<file path="config.mk">
export PLATFORM = sky130hd
export DESIGN_NAME = pidtw_datapath
export DESIGN_NICKNAME = d
export VERILOG_FILES = /design/src/rtl/pidtw_pkg.sv /design/src/rtl/pidtw_datapath.sv
export SDC_FILE = /design/constraint.sdc
export NUM_CORES = 2
export LEC_CHECK = 0
export BUFFER_PORTS_ARGS = -buffer_cell sky130_fd_sc_hd__buf_2
export CORE_MARGIN = 2
export CORE_UTILIZATION = 60
export CTS_CLUSTER_SIZE = 8
export DETAILED_ROUTE_END_ITERATION = 10
export GPL_TIMING_DRIVEN = 0
export PLACE_DENSITY = 0.87
export RECOVER_POWER = 25
export SYNTH_ARGS = -nofsm -noshare
export SYNTH_HDL_FRONTEND = slang
export SYNTH_SLANG_ARGS = --single-unit
</file>
<file path="constraint.sdc">
create_clock -name clk_i -period 12.5 [get_ports clk_i]
set_input_delay 2.5 -clock clk_i [delete_from_list [all_inputs] [get_ports clk_i]]
set_output_delay 2.5 -clock clk_i [all_outputs]
set_load 0.005 [all_outputs]
</file>
<file path="src/rtl/pidtw_pkg.sv">
`timescale 1ns / 1ps
// Package for the PID controller with twiddle tuning: register map, reset values,
// configuration and gain-load structs. No dependencies.
package pidtw_pkg;

  localparam int unsigned APB_ADDR_WIDTH = 5;
  localparam int unsigned APB_DATA_WIDTH = 32;
  localparam int unsigned ACC_WIDTH      = 32;
  localparam int unsigned CNT_WIDTH      = 16;

  // Register indexes (byte address = 4 * index)
  typedef enum logic [2:0] {
    REG_GAIN_P       = 3'd0,
    REG_GAIN_I       = 3'd1,
    REG_GAIN_D       = 3'd2,
    REG_TUNE_ENABLE  = 3'd3,
    REG_TUNE_SELECT  = 3'd4,
    REG_WINDOW_START = 3'd5,
    REG_WINDOW_END   = 3'd6
  } reg_idx_e;

  // Tuned-gain select codes; the fourth code disables the twiddle step
  localparam logic [1:0] SEL_P = 2'd0;
  localparam logic [1:0] SEL_I = 2'd1;
  localparam logic [1:0] SEL_D = 2'd2;

  localparam logic [1:0]           TUNE_SELECT_RST  = SEL_D;
  localparam logic [CNT_WIDTH-1:0] WINDOW_START_RST = 16'd1000;
  localparam logic [CNT_WIDTH-1:0] WINDOW_END_RST   = 16'd2000;
  localparam logic [CNT_WIDTH-1:0] SAMPLE_COUNT_RST = 16'd1;

  typedef struct packed {
    logic                 tune_enable;
    logic [1:0]           tune_select;
    logic [CNT_WIDTH-1:0] window_start;
    logic [CNT_WIDTH-1:0] window_end;
  } tune_cfg_t;

  typedef struct packed {
    logic       load;
    logic [1:0] idx;
  } gain_load_t;

endpackage

</file>
<file path="src/rtl/pidtw_datapath.sv">
`timescale 1ns / 1ps
// PID drive pipeline: operand register, product register, rounded and saturated result.
// Depends on pidtw_pkg.
module pidtw_datapath #(
  parameter int unsigned GAIN_WIDTH   = 24,
  parameter int unsigned SAMPLE_WIDTH = 16
) (
  input  logic                                   clk_i,
  input  logic                                   rst_ni,
  input  logic                                   in_valid_i,
  output logic                                   in_ready_o,
  input  logic signed [SAMPLE_WIDTH-1:0]         error_sample_i,
  input  logic signed [GAIN_WIDTH-1:0]           gains_i [3],
  input  logic signed [pidtw_pkg::ACC_WIDTH-1:0] integral_i,
  input  logic signed [SAMPLE_WIDTH:0]           diff_i,
  input  logic                                   restart_i,
  output logic                                   out_valid_o,
  input  logic                                   out_ready_i,
  output logic signed [31:0]                     drive_o,
  output logic                                   restart_request_o
);
  import pidtw_pkg::*;

  localparam int unsigned GW  = GAIN_WIDTH;
  localparam int unsigned SW  = SAMPLE_WIDTH;
  localparam int unsigned PPW = GW + SW;
  localparam int unsigned PIW = GW + ACC_WIDTH;
  localparam int unsigned PDW = GW + SW + 1;
  localparam int unsigned TW  = PIW + 2;
  localparam int unsigned QW  = TW - 8;
  localparam logic signed [TW-1:0] RND = TW'(128);

  // Stage 1: operands
  logic                  v1_q, r1_q;
  logic signed [SW-1:0]  e1_q;
  logic signed [ACC_WIDTH-1:0] i1_q;
  logic signed [SW:0]    d1_q;
  logic signed [GW-1:0]  kp1_q, ki1_q, kd1_q;
  // Stage 2: products
  logic                  v2_q, r2_q;
  logic signed [PPW-1:0] pp_q;
  logic signed [PIW-1:0] pi_q;
  logic signed [PDW-1:0] pd_q;
  // Stage 3: result
  logic                  vo_q, ro_q;
  logic signed [31:0]    drive_q;

  logic adv_o, adv_2, adv_1;
  logic signed [TW-1:0] total;
  logic signed [QW-1:0] quot;
  logic signed [31:0]   drive_d;

  // A stage moves on when the next one is empty or moving
  assign adv_o      = !vo_q || out_ready_i;
  assign adv_2      = !v2_q || adv_o;
  assign adv_1      = !v1_q || adv_2;
  assign in_ready_o = adv_1;

  always_ff @(posedge clk_i or negedge rst_ni) begin
    if (!rst_ni) begin
      v1_q <= 1'b0;
      v2_q <= 1'b0;
      vo_q <= 1'b0;
    end else begin
      if (adv_1) v1_q <= in_valid_i;
      if (adv_2) v2_q <= v1_q;
      if (adv_o) vo_q <= v2_q;
    end
  end

  always_ff @(posedge clk_i) begin
    if (adv_1 && in_valid_i) begin
      e1_q  <= error_sample_i;
      i1_q  <= integral_i;
      d1_q  <= diff_i;
      kp1_q <= gains_i[0];
      ki1_q <= gains_i[1];
      kd1_q <= gains_i[2];
      r1_q  <= restart_i;
    end
    if (adv_2 && v1_q) begin
      pp_q <= kp1_q * e1_q;
      pi_q <= ki1_q * i1_q;
      pd_q <= kd1_q * d1_q;
      r2_q <= r1_q;
    end
    if (adv_o && v2_q) begin
      drive_q <= drive_d;
      ro_q    <= r2_q;
    end
  end

  // Arithmetic shift gives division by 256 rounded down, after the +128 bias
  assign total = TW'(pp_q) + TW'(pi_q) + TW'(pd_q) + RND;
  assign quot  = total[TW-1:8];

  always_comb begin
    if ((&quot[QW-1:31]) || !(|quot[QW-1:31])) begin
      drive_d = quot[31:0];
    end else if (quot[QW-1]) begin
      drive_d = $signed({1'b1, 31'd0});
    end else begin
      drive_d = $signed({1'b0, {31{1'b1}}});
    end
  end

  assign out_valid_o       = vo_q;
  assign drive_o           = drive_q;
  assign restart_request_o = ro_q;

endmodule

</file>
# --- Word-level counts from Yosys, hierarchy flattened ---
# Index checks and enable logic that the tools add are counted.
totals:
  reg_bits: 312
  latch_bits: 0
  ramBits: 0
  mem_bits_ro: 0
  word_cells: 37
  mem_count: 0
classes:
  addsub: 3
  n_mul: 3
  n_div: 0
  order_cmp: 0
  eq_ne: 0
  shifts: 0
  n_mux: 2
  bitwise_logic: 0
  reduce_logical: 13
op_table:
  columns: ["cell", "n"]
  rows:
  - ["$mux W32", 2]
  - ["$add A57 B41 Y58", 1]
  - ["$add A58 B9 Y58 const B", 1]
  - ["$add A40 B56 Y57", 1]
  - ["$mul A24 B32 Y56", 1]
  - ["$mul A24 B17 Y41", 1]
  - ["$mul A24 B16 Y40", 1]
  - ["$reduce_and A19 Y1", 1]
  - ["$reduce_or A19 Y1", 1]
  - ["$logic_not A1 Y1", 4]
  - ["$logic_or A1 B1 Y1", 4]
  - ["$logic_and A1 B1 Y1", 3]

# --- Logic depth before layout (Yosys ltp) ---
logic_depth:
  ltp_word: 7
  depth_mapped: 30
  ltp_nobuf: 29

# --- Least setup slack after synthesis ---
# Ideal clock, no wire load.
synth_path:
  kind: "flip-flop to flip-flop"
  from: "register i1_q[10]"
  to: "register pi_q[53] (data pin)"
  arrival_time_ps: 7117
  path_slack_ps: 5126
  path_stages_with_launch: 29
  path_buffers: 1
  path_cell_list: "edfxtp_1 > clkbuf_1 > nand2_1 > fa_1 > fa_1 > inv_1 > fa_1 > inv_1 > fa_1 > inv_1 > fa_1 > fa_1 > inv_1 > fa_1 > inv_1 > ha_1 > a21o_1 > a21oi_1 > o21ai_0 > a311oi_1 > a31oi_1 > o41ai_1 > nor2_1 > o21a_1 > a21o_1 > a31o_1 > nand4_1 > nand2b_1 > xor2_1"
synth_via:
  elab_chain_cells: 1
synth_rtl:
  columns: ["element", "line_no", "rtl"]
  rows:
  - ["start: declaration", "pidtw_datapath.sv:36", "logic signed [ACC_WIDTH-1:0] i1_q;"]
  - ["start signal: assignment", "pidtw_datapath.sv:74", "i1_q <= integral_i;"]
  - ["$mul A24 B32 Y56", "pidtw_datapath.sv:83", "pi_q <= ki1_q * i1_q;"]
  - ["end signal: assignment", "pidtw_datapath.sv:83", null]
  - ["end: declaration", "pidtw_datapath.sv:42", "logic signed [PIW-1:0] pi_q;"]
# No other way between the ends.
# A chain may end at the register's enable or synchronous reset.

# --- Final worst setup path ---
layout_path:
  from: "register ki1_q[23]"
  to: "register pi_q[54] (data pin)"
layout_via:
  elab_chain_cells: 1
layout_rtl:
  columns: ["element", "line_no", "rtl"]
  rows:
  - ["start: declaration", "pidtw_datapath.sv:38", "logic signed [GW-1:0] kp1_q, ki1_q, kd1_q;"]
  - ["start signal: assignment", "pidtw_datapath.sv:77", "ki1_q <= gains_i[1];"]
  - ["$mul A24 B32 Y56", "pidtw_datapath.sv:83", null]
# No other way between the ends.

==> qor.yml <==
logic_synthesis:
  synth-compound-area-share: 0.04937
  yosysSeqAreaShare: 0.1351
  yosysUniqueCellTypes: 93
  synth.area.mux_share: 0.0003253
  synthAdderAreaFrac: 0.5490
  avgSynthCellArea_sq_um: 10.04
  synth-xor-area-share: 0.02429
  syn_nets: 9109
  synth.top_cell.area_share: 0.4664
  synth-edff-count: 309
  yosys.area_share.simple: 0.1396
  ys_top_cells_by_area: "fa_1, edfxtp_1, inv_1, ha_1, and2_1"
  synth_top_family_by_area: "adder cells"
  async_reset_ff_frac: 0.009615
  synth_ff_type: "edfxtp_1"
  synth.largest_area_cell: "fa_1"
  synth_cells: 6897
  syn-cell-area_sq_um: 69240
  synth_warnings: 0
  yosys_register_bits: 312
timing:
  final_max_slew_viol_count: 0
  fmax_mhz: 102.5
  rsz0062_at_grt: "false"
  relSlewSlack: 0.1222
  timing_hold_violations_final: 0
  finClkSkew_ns: 0.05199
  tightest_slew_ns: 1.316
  tns_ns: 0
  period_share: 0.7809
  period_minus_slack_ns: 9.761
  setup_viol: 0
final_layout:
  final_cell_mix: "fa_1, inv_1, nand2_1, and2_1, ha_1"
  layout_commonest_cell: "fa_1"
  areaGrowthSynthToFinish_pct: 6.224
  drive_above_1_share: 0.04560
  layout.nets: 9339
clocking:
  cts_buffers: 49
  cts_max_level: 2
  cts_tree: "done"
  post_cts_buffers: 0
  path_clk_slew_ns: 0.05
  hold_buffers: 0
  post_cts_resized: 0
  worstSkewPairLatency_ns: 0.68
  clockBufferDepth: 3
  clockRootBuffer: "clkbuf_16"
  cts.sinks: 312
die:
  dieHeight_um: 343.7
  die-area_sq_um: 118100
  ioPinCount: 177
  std_cell_rows: 124
  start_util: 0.6055
  core-area_sq_um: 114300
  dieWidth_um: 343.7
worst_setup_path:
  cp-end-kind: "flop"
  critPathKind: "reg2reg"
  crit_buf_inv: 5
  crit_slowest_cell: "clkbuf_1"
  r2r_slack_ns: 2.74
  slowest_delay_ns: 0.92
  crit_family: "adder cells"
  crit_required_ns: 12.89
  critPathMostFrequentCell: "fa_1"
  startpoint_type: "flop"
  path_max_fanout: 10
  worstPathArrival_ns: 10.15
grt:
  grt_pass1_wl_um: 306900
  grt_antenna_before_repair: 18
  grt_pass1_vias: 54430
  track_usage: 0.3500
  grt_overflow_total: 0
  grt_max_degree: 75
placement:
  portBuffers: 176
  place_congestion: 1.054
  hpwl_um: 163400
routing:
  wirelength_um: 197000
  first_pass_iters: 6
  drt_drc_violations_left: 0
  avgViaCountPerCell: 5.741
  post_drt_wl_per_cell_um: 22.73
  vias: 49770
  antenna_left: 0
  first_iter_violations: 4299
status:
  outcome: "complete, no violations"
run:
  maxCapViolations: 0
hold_path:
  hp-class: "reg2reg"
[sequential cells by signal, indices dropped and copies added, names as in the netlist, 17 cells and up]
name / cells
pi_q: 56
pd_q: 41
ki1_q: 24
kd1_q: 24
drive_o: 32
kp1_q: 24
i1_q: 32
pp_q: 40
d1_q: 17
[metal layers]
metal  vias up  global-route usage  share of wire
li1      21010                   -              -
met2      2756              0.5461           0.45
met5         -                   0        0.00022
met4         8              0.1999          0.069
met1     25250              0.4499           0.36
met3       743             0.08582           0.11
[path summary, 6_finish.rpt]
kind / startpoint / to / cells past startpoint
setup / recovery: ki1_q[23]$_DFFE_PP_ / pi_q[54]$_DFFE_PP_ / 27
hold / removal: r1_q$_DFFE_PP_ / r2_q$_DFFE_PP_ / 0
setup reg to reg: ki1_q[23]$_DFFE_PP_ / pi_q[54]$_DFFE_PP_ / 27
hold reg to reg: r1_q$_DFFE_PP_ / r2_q$_DFFE_PP_ / 0
max in group asynchronous: rst_ni / out_valid_o$_DFFE_PN0P_ / 1
min in group asynchronous: rst_ni / v1_q$_DFFE_PN0N_ / 1
[cells by family (layout without fill, tap and decap cells)]
group                      count (synthesis)  after routing
buffers and inverters                   1872           2124
DFF                                      312            312
AOI/OAI and AO/OA                        495            495
other                                      0              8
and+or+nand+nor                         1954           1954
xor gates and xnor gates                 192            192
adders and majority gates               2070           2070
muxes                                      2              2
[worst register-to-register path, delay by kind of cell, from the launching register on]
kind | cells | cell delay (ns)
AOI/OAI and AO/OA | 10 | 2.49
xor gates and xnor gates | 1 | 0.16
adders and majority gates | 8 | 3.71
DFF | 1 | 0.80
buffers and inverters | 5 | 1.82
and+or+nand+nor | 3 | 0.49
[cell type report]
type / count / area [sq um]
Antenna cell: 8 / 20.02
Fill cell: 8921 / 40800
Multi-Input combinational cell: 4713 / 52800
Tap cell: 1512 / 1892
Timing Repair Buffer: 179 / 960.9
Buffer: 264 / 1054
Sequential cell: 312 / 9354
Clock inverter: 13 / 165.2
Clock buffer: 60 / 1267
Inverter: 1608 / 6036
[cell usage after synthesis (all sizes together), types with 4 or more instances]
cell,n
o31ai,5
nor2b,29
o21a,34
fa,1613
or2,8
xnor2,138
clkbuf,252
nor2,124
and3,12
o211ai,19
nor3,33
edfxtp,309
a21oi,190
a21boi,5
o21bai,19
nand2b,67
xor2,54
or3,10
and2,688
a31o,6
nand3,38
nand4,20
a21o,72
buf,12
a31oi,15
and4,7
inv,1607
nand2,896
a211oi,11
nor4,5
o21ai,72
ha,457
o221ai,4
o41ai,7
[per-stage QoR]
stage | area (sq um) | util | setup slack [ns] | hold slack [ns] | std cells
5_1_grt | 73540 | 0.6431 | 2.609 | 0.4413 | 8664
3_5_place_dp | 72100 | 0.6306 | 3.163 | 0.4077 | 8588
4_1_cts | 73530 | 0.6431 | 3.136 | 0.4326 | 8661
2_1_floorplan | 69240 | - | 5.126 | 0.4003 | 6897
3_3_place_gp | 72010 | 0.6298 | 3.091 | 0.4041 | 8585
6_report | 73550 | 0.6432 | 2.739 | 0.4311 | 8669
Power is left out: the tool's default activity adds up to more than one toggle a clock period on the data nets, which glitch-free logic cannot reach.
