`src/rtl/pidtw_pkg.sv`:
```
`timescale 1ns / 1ps
// Package for the PID controller with twiddle tuning: register map, reset values,
// configuration and gain-load structs. No dependencies.
package pidtw_pkg;

  localparam int unsigned APB_ADDR_WIDTH = 5;
  localparam int unsigned APB_DATA_WIDTH = 32;
  localparam int unsigned ACC_WIDTH      = 32;
  localparam int unsigned CNT_WIDTH      = 16;

  // Register indexes (byte address = 4 * index)
  typedef enum logic [2:0] {
    REG_GAIN_P       = 3'd0,
    REG_GAIN_I       = 3'd1,
    REG_GAIN_D       = 3'd2,
    REG_TUNE_ENABLE  = 3'd3,
    REG_TUNE_SELECT  = 3'd4,
    REG_WINDOW_START = 3'd5,
    REG_WINDOW_END   = 3'd6
  } reg_idx_e;

  // Tuned-gain select codes; the fourth code disables the twiddle step
  localparam logic [1:0] SEL_P = 2'd0;
  localparam logic [1:0] SEL_I = 2'd1;
  localparam logic [1:0] SEL_D = 2'd2;

  localparam logic [1:0]           TUNE_SELECT_RST  = SEL_D;
  localparam logic [CNT_WIDTH-1:0] WINDOW_START_RST = 16'd1000;
  localparam logic [CNT_WIDTH-1:0] WINDOW_END_RST   = 16'd2000;
  localparam logic [CNT_WIDTH-1:0] SAMPLE_COUNT_RST = 16'd1;

  typedef struct packed {
    logic                 tune_enable;
    logic [1:0]           tune_select;
    logic [CNT_WIDTH-1:0] window_start;
    logic [CNT_WIDTH-1:0] window_end;
  } tune_cfg_t;

  typedef struct packed {
    logic       load;
    logic [1:0] idx;
  } gain_load_t;

endpackage

```
`src/rtl/pidtw_div10.sv`:
```
`timescale 1ns / 1ps
// Signed division by ten, rounded toward zero, by reciprocal multiplication.
// Depends on nothing.
module pidtw_div10 #(
  parameter int unsigned WIDTH = 24
) (
  input  logic signed [WIDTH-1:0] value_i,
  output logic signed [WIDTH-1:0] quotient_o
);

  // ceil(2^(WIDTH+3)/10) is exact for every magnitude below 2^WIDTH
  localparam int unsigned SHIFT = WIDTH + 3;
  localparam logic [WIDTH-1:0] RECIP = WIDTH'(((64'd1 << SHIFT) + 64'd9) / 64'd10);

  logic             neg;
  logic [WIDTH-1:0] mag;
  logic [2*WIDTH-1:0] prod;
  logic [WIDTH-1:0] quot_mag;

  assign neg      = value_i[WIDTH-1];
  assign mag      = neg ? (~value_i + 1'b1) : value_i;
  assign prod     = mag * RECIP;
  assign quot_mag = WIDTH'(prod >> SHIFT);
  assign quotient_o = neg ? $signed(~quot_mag + 1'b1) : $signed(quot_mag);

endmodule

```
`src/rtl/pidtw_cfg.sv`:
```
`timescale 1ns / 1ps
// APB register file of the PID twiddle unit; produces the tuning config and gain loads.
// Depends on pidtw_pkg and pidtw_div10.
module pidtw_cfg #(
  parameter int unsigned GAIN_WIDTH = 24
) (
  input  logic                                 clk_i,
  input  logic                                 rst_ni,
  input  logic                                 psel,
  input  logic                                 penable,
  input  logic                                 pwrite,
  input  logic [pidtw_pkg::APB_ADDR_WIDTH-1:0] paddr,
  input  logic [pidtw_pkg::APB_DATA_WIDTH-1:0] pwdata,
  output logic [pidtw_pkg::APB_DATA_WIDTH-1:0] prdata,
  output logic                                 pready,
  output pidtw_pkg::tune_cfg_t                 cfg_o,
  output pidtw_pkg::gain_load_t                load_o,
  output logic signed [GAIN_WIDTH-1:0]         load_gain_o,
  output logic signed [GAIN_WIDTH-1:0]         load_step_o
);
  import pidtw_pkg::*;

  logic signed [GAIN_WIDTH-1:0] gain_p_q, gain_i_q, gain_d_q;
  tune_cfg_t                    cfg_q;
  logic                         wr_en;
  reg_idx_e                     idx;
  logic signed [GAIN_WIDTH-1:0] wr_gain;

  assign pready  = 1'b1;
  assign wr_en   = psel & penable & pwrite;
  assign idx     = reg_idx_e'(paddr[4:2]);
  assign wr_gain = $signed(pwdata[GAIN_WIDTH-1:0]);

  pidtw_div10 #(.WIDTH(GAIN_WIDTH)) u_div10 (
    .value_i    (wr_gain),
    .quotient_o (load_step_o)
  );

  always_ff @(posedge clk_i or negedge rst_ni) begin
    if (!rst_ni) begin
      gain_p_q           <= '0;
      gain_i_q           <= '0;
      gain_d_q           <= '0;
      cfg_q.tune_enable  <= 1'b0;
      cfg_q.tune_select  <= TUNE_SELECT_RST;
      cfg_q.window_start <= WINDOW_START_RST;
      cfg_q.window_end   <= WINDOW_END_RST;
    end else if (wr_en) begin
      unique case (idx)
        REG_GAIN_P:       gain_p_q           <= wr_gain;
        REG_GAIN_I:       gain_i_q           <= wr_gain;
        REG_GAIN_D:       gain_d_q           <= wr_gain;
        REG_TUNE_ENABLE:  cfg_q.tune_enable  <= pwdata[0];
        REG_TUNE_SELECT:  cfg_q.tune_select  <= pwdata[1:0];
        REG_WINDOW_START: cfg_q.window_start <= pwdata[CNT_WIDTH-1:0];
        REG_WINDOW_END:   cfg_q.window_end   <= pwdata[CNT_WIDTH-1:0];
        default: ;
      endcase
    end
  end

  always_comb begin
    unique case (idx)
      REG_GAIN_P:       prdata = APB_DATA_WIDTH'(gain_p_q);
      REG_GAIN_I:       prdata = APB_DATA_WIDTH'(gain_i_q);
      REG_GAIN_D:       prdata = APB_DATA_WIDTH'(gain_d_q);
      REG_TUNE_ENABLE:  prdata = APB_DATA_WIDTH'(cfg_q.tune_enable);
      REG_TUNE_SELECT:  prdata = APB_DATA_WIDTH'(cfg_q.tune_select);
      REG_WINDOW_START: prdata = APB_DATA_WIDTH'(cfg_q.window_start);
      REG_WINDOW_END:   prdata = APB_DATA_WIDTH'(cfg_q.window_end);
      default:          prdata = '0;
    endcase
  end

  // A gain write also reloads the active gain and its step size
  assign load_o.load = wr_en &&
                       (idx == REG_GAIN_P || idx == REG_GAIN_I || idx == REG_GAIN_D);
  assign load_o.idx  = paddr[3:2];
  assign load_gain_o = wr_gain;
  assign cfg_o       = cfg_q;

endmodule

```
`config.mk`:
```
export PLATFORM = sky130hd
export DESIGN_NAME = pidtw_cfg
export DESIGN_NICKNAME = d
export VERILOG_FILES = /design/src/rtl/pidtw_pkg.sv /design/src/rtl/pidtw_div10.sv /design/src/rtl/pidtw_cfg.sv
export SDC_FILE = /design/constraint.sdc
export NUM_CORES = 1
export LEC_CHECK = 0
export ABC_AREA = 1
export BUFFER_PORTS_ARGS = -buffer_cell sky130_fd_sc_hd__clkbuf_2
export CAP_MARGIN = 20
export CORE_AREA = 2 2 192 194
export DETAILED_ROUTE_END_ITERATION = 16
export DIE_AREA = 0 0 194 196
export MAX_ROUTING_LAYER = met4
export PLACE_DENSITY = 0.68
export SYNTH_ARGS = -nofsm -noshare
export SYNTH_HDL_FRONTEND = slang
export SYNTH_SLANG_ARGS = --single-unit
```
`constraint.sdc`:
```
create_clock -name clk_i -period 8.6 [get_ports clk_i]
set_input_delay 0.43 -clock clk_i [delete_from_list [all_inputs] [get_ports clk_i]]
set_output_delay 0.43 -clock clk_i [all_outputs]
set_load 0.05 [all_outputs]
```
[Yosys cells after proc, flatten, opt, wreduce, memory -nomap -nowiden]
Index checks and enable logic that the tools add are counted.
Storage, ports and cells
  bits in latches: 0
  memory bits (read-only): 0
  logic and storage cells: 34
  bits in writable memories: 0
  input bits: 42
  memories kept: 0
  register bits: 107
  output and inout port bits: 119
Operators by class
  $lt $le $gt $ge: 0
  divide/modulo/power cells: 0
  multiplexer cells: 3
  add/subtract/negate cells: 2
  shifts and indexed selects: 0
  equal/unequal tests: 6
  bitwise logic cells: 4
  reductions and logical operators: 11
  $mul: 1
Operators by type and width (number)
  32-bit case mux with 7 select lines: 1
  24-bit by 1-bit adder with 24-bit output, second input constant: 2
  24-bit by 24-bit multiplier with 48-bit output, second input constant: 1
  24-bit 2-to-1 mux: 2
  21-bit NOT with 24-bit output: 1
  24-bit NOT: 1
  2-bit AND reduction: 7
  3-bit equality test, second input constant: 3
  3-bit by 2-bit equality test with 1-bit output, second input constant: 2
  3-bit by 1-bit equality test with 1-bit output, second input constant: 1
  3-bit logical NOT: 1
  1-bit bitwise AND: 2
  1-bit logical OR: 2
  1-bit logical AND: 1

[Logic depth before layout (Yosys ltp)]
  depth after elaboration: 7
  depth in mapped cells: 46
  depth with buffers taken out: 46

[By module]
Synthesis repeated with hierarchy kept, for this count alone.
Second synthesis, totals
  cell total of the unflattened synthesis: 2385
  area, all modules: 18326.3 um^2
By module, submodules not included
  pidtw_div10: cells an instance 1689, area each 12921.1 um^2, times used 1
  pidtw_cfg: cells an instance 696, area each 5405.2 um^2, times used 1

[Least setup slack after synthesis]
Ideal clock, no wire load.
  path type: input -> output
  from: in pwdata[1] (netlist name)
  to: out load_step_o[14]
  slack: 0.064 ns
  path buffers: 0
  arrival time: 8.106 ns
  stages: 36
  path through: inv_1 > ha_1 > inv_2 > nor4_2 > nand4_1 > nand2_1 > o21ai_0 > xor2_1 > ha_1 > fa_1 > fa_1 > inv_1 > fa_1 > inv_1 > fa_1 > fa_1 > inv_1 > fa_1 > inv_1 > ha_1 > nand2_1 > nor2_1 > nand2_1 > nor4_2 > nand2_2 > nand3_1 > nand2_2 > inv_1 > ha_1 > inv_1 > nor2_2 > nand2_4 > nor2_4 > nand2_2 > o21ai_4 > xor2_1
Between the ends
  longest elaborated chain between the ends: 7
RTL lines
  from (decl): RTL line pidtw_cfg.sv:13  | input logic [pidtw_pkg::APB_DATA_WIDTH-1:0] pwdata,
  24-bit NOT: RTL line pidtw_div10.sv:21  | assign mag = neg ? (~value_i + 1'b1) : value_i;
  24-bit by 1-bit adder with 24-bit output: RTL line pidtw_div10.sv:21
  24-bit 2-to-1 mux (*): RTL line pidtw_div10.sv:21
  24-bit by 24-bit multiplier with 48-bit output (*): RTL line pidtw_div10.sv:22  | assign prod = mag * RECIP;
  21-bit NOT with 24-bit output: RTL line pidtw_div10.sv:24  | assign quotient_o = neg ? $signed(~quot_mag + 1'b1) : $signed(quot_mag);
  24-bit by 1-bit adder with 24-bit output: RTL line pidtw_div10.sv:24
  24-bit 2-to-1 mux (*): RTL line pidtw_div10.sv:24
  to (decl): RTL line pidtw_cfg.sv:19  | output logic signed [GAIN_WIDTH-1:0] load_step_o
Every way passes the cells marked *; elsewhere a longest branch is shown, timed or not.

[Worst setup path after layout]
  from: in pwdata[4] (netlist name)
  to: out load_step_o[14]
The elaborated chain is that of the path after synthesis.

==> results.ini <==
[drt]
vias=15310
drc=0
wl_met2_um=26550
routed_wl_um=51380
wl_per_cell_um=17.14
wl_met3_um=1752
vias_per_cell=5.106
dr.max_layer_used=met4
ant_nets=0
drtPass1Iterations=5
drt-met1-wl_um=21260
first_iter_violations=875

[sta]
fmax_mhz=119.3
slew_violations=0
fin_skew_ns=0
rsz0062_at_grt=true
min_period_ns=8.381
finalSetupViolations=0
tightestPinTransition_ns=0.7841
hold_violations=0
period_share=0.9746
setup_ws_ns=0.2188
max_slew_margin=0.4773

[status]
status=completed

[floorplanning]
die_y_um=196
die_area_um2=38020
initial_core_util=0.4920
std_cell_rows=70
die_width_um=194
core_um2=36080
ioPinCount=161

[critical_path]
endpoint_kind=output port
worst_ep_arrival_time_ns=7.95
rr_worst_depth=2
path_class=input pin to output port
cpMostUsedCell=fa_1
worstReg2RegEnd=cfg_o[19]
r2r_start=cfg_o[19]
max_stage_delay_ns=0.57
cp.required_ns=8.17
slowest_stage=fa_1
r2r_slack_ns=7.76
crit_path_start_kind=input pin
path_max_fanout=4

[global_route]
grt_max_degree=63
antenna_found_initial=0
grt_pass1_wl_um=82100
grt-ovfl-total=0
grt_pass1_vias=15840
track_usage=0.2808

[yosys]
syn_inst=2266
ys_warn_count=0
async_flop_share=1.000
ys_seq_area_frac=0.1517
syn_area_um2=17750
synthTopCellsByCount=586 x inv_1, 454 x nand2_1, 253 x ha_1, 221 x fa_1, 133 x nor2_1
netlist.area_leader.share=0.2492
ys_ff_latch=107
synth_flop_cell=dfrtp_1
synth_cell_types=43
yosys-top-cells-area=fa_1 25%, ha_1 18%, dfrtp_1 13%
synth.avg_cell_area_um2=7.834
syn_nets=2782
synth_most_common_cell=inv_1
synth_edf_count=0
synth_top_cell_by_area=fa_1

[layout]
nets=3041
postLayoutCellArea_um2=21660
fin_util=0.6002
fillers=3192
syn2layout_area_growth_pct=22.00
drive_gt1_frac=0.2304
antennaDiodeCount=0

[clock_tree]
cts_buffers=9
clk_latency_ns=0.35
cts_root_buf=clkbuf_16
cts_tree=built
clk_pin_slew_ns=0.08
htree_num_levels=3
clock-sinks=107
cts_max_path_buffers=2

[placed_design]
port_buffers=149
dp_slack_ns=-0.2215
place_congestion=0.9860
hpwl_um=43300
dpl-instance-area_um2=20080

[min_path]
hold_class=input pin to async pin

[job]
maxCapViolCount=0

==> layout make-up <==
type,instances,area (um2),share of cell area
Multi-Input combinational cell,1498,13570,0.6264
Tap cell,468,585.6,0.02704
Clock inverter,5,42.54,0.001964
Sequential cell,107,2694,0.1244
Clock buffer,11,242.7,0.01121
Inverter,591,2218,0.1024
Timing Repair Buffer,318,2307,0.1065
==> timing repair <==
item                                    in CTS  in global routing
hold buffers                                 0                  0
setup buffers                                7                 12
hold endpoints to repair                     0                  0
gates cloned                                 0                  0
gates resized for setup                     32                220
endpoints found under the setup margin      18                 22
pin swaps                                   12                 71
==> cell usage in the layout, fill, tap and decap left out, types with 55 or more instances in the layout <==
| cell type | n |
|---|---|
| inv_1 | 567 |
| nand2_1 | 422 |
| fa_1 | 212 |
| ha_1 | 212 |
| buf_4 | 166 |
| clkbuf_2 | 125 |
| o21ai_0 | 116 |
| nor2_1 | 95 |
| dfrtp_1 | 94 |
| a21oi_1 | 55 |
==> metal layers <==
| layer | GRT usage | vias to the layer above |
|---|---|---|
| li1 | - | 7371 |
| met1 | 0.3452 | 7403 |
| met2 | 0.4964 | 437 |
| met3 | 0.01960 | 98 |
| met4 | 0.08614 | 0 |
| met5 | - | - |
==> metrics by stage <==
step,cells,hold WS [ns],TNS [ns]
floorplan,2266,0.1344,0
global placement,2963,0.4582,-0.8487
detailed placement,2963,0.4717,-1.829
CTS,2986,0.09157,0
global route,2998,0.1102,-0.8880
finish,2998,0.07051,0
==> critical path, delay by kind of cell <==
family                     cells  cell delay, ns
and+or+nand+nor               15            1.67
adders and majority gates      9            3.68
xor gates and xnor gates       2            0.37
AOI/OAI and AO/OA              3            0.51
buffers and inverters         14            1.27
==> cells by family (layout without fill, tap and decap cells) <==
group	after synthesis	after routing	synth area share
compound gates	247	247	0.07753
xor+xnor	45	45	0.02263
fa+ha+maj	474	474	0.4275
buf+inv	661	925	0.1472
flops	107	107	0.1517
other cells	1	1	0.0002112
simple gates	731	731	0.1732
==> state kept, by name (all words and copies together), names as in the netlist <==
register / cells
cfg_o: 35
gain_d_q: 24
gain_i_q: 24
gain_p_q: 24
==> worst max path at each step <==
stage / startpoint / endpoint / slack (ns) / cells after the start
global route: pwdata[4] / load_step_o[18] / -0.11 / 40
finish: pwdata[4] / load_step_o[14] / 0.22 / 43
CTS: pwdata[0] / load_step_o[12] / 0.002 / 40
global placement: pwdata[0] / load_step_o[14] / -0.15 / 39
floorplan: pwdata[1] / load_step_o[14] / 0.06 / 36
detailed placement: pwdata[0] / load_step_o[14] / -0.22 / 39
Power is left out: the tool's default activity adds up to more than one toggle a clock period on the data nets, which glitch-free logic cannot reach.
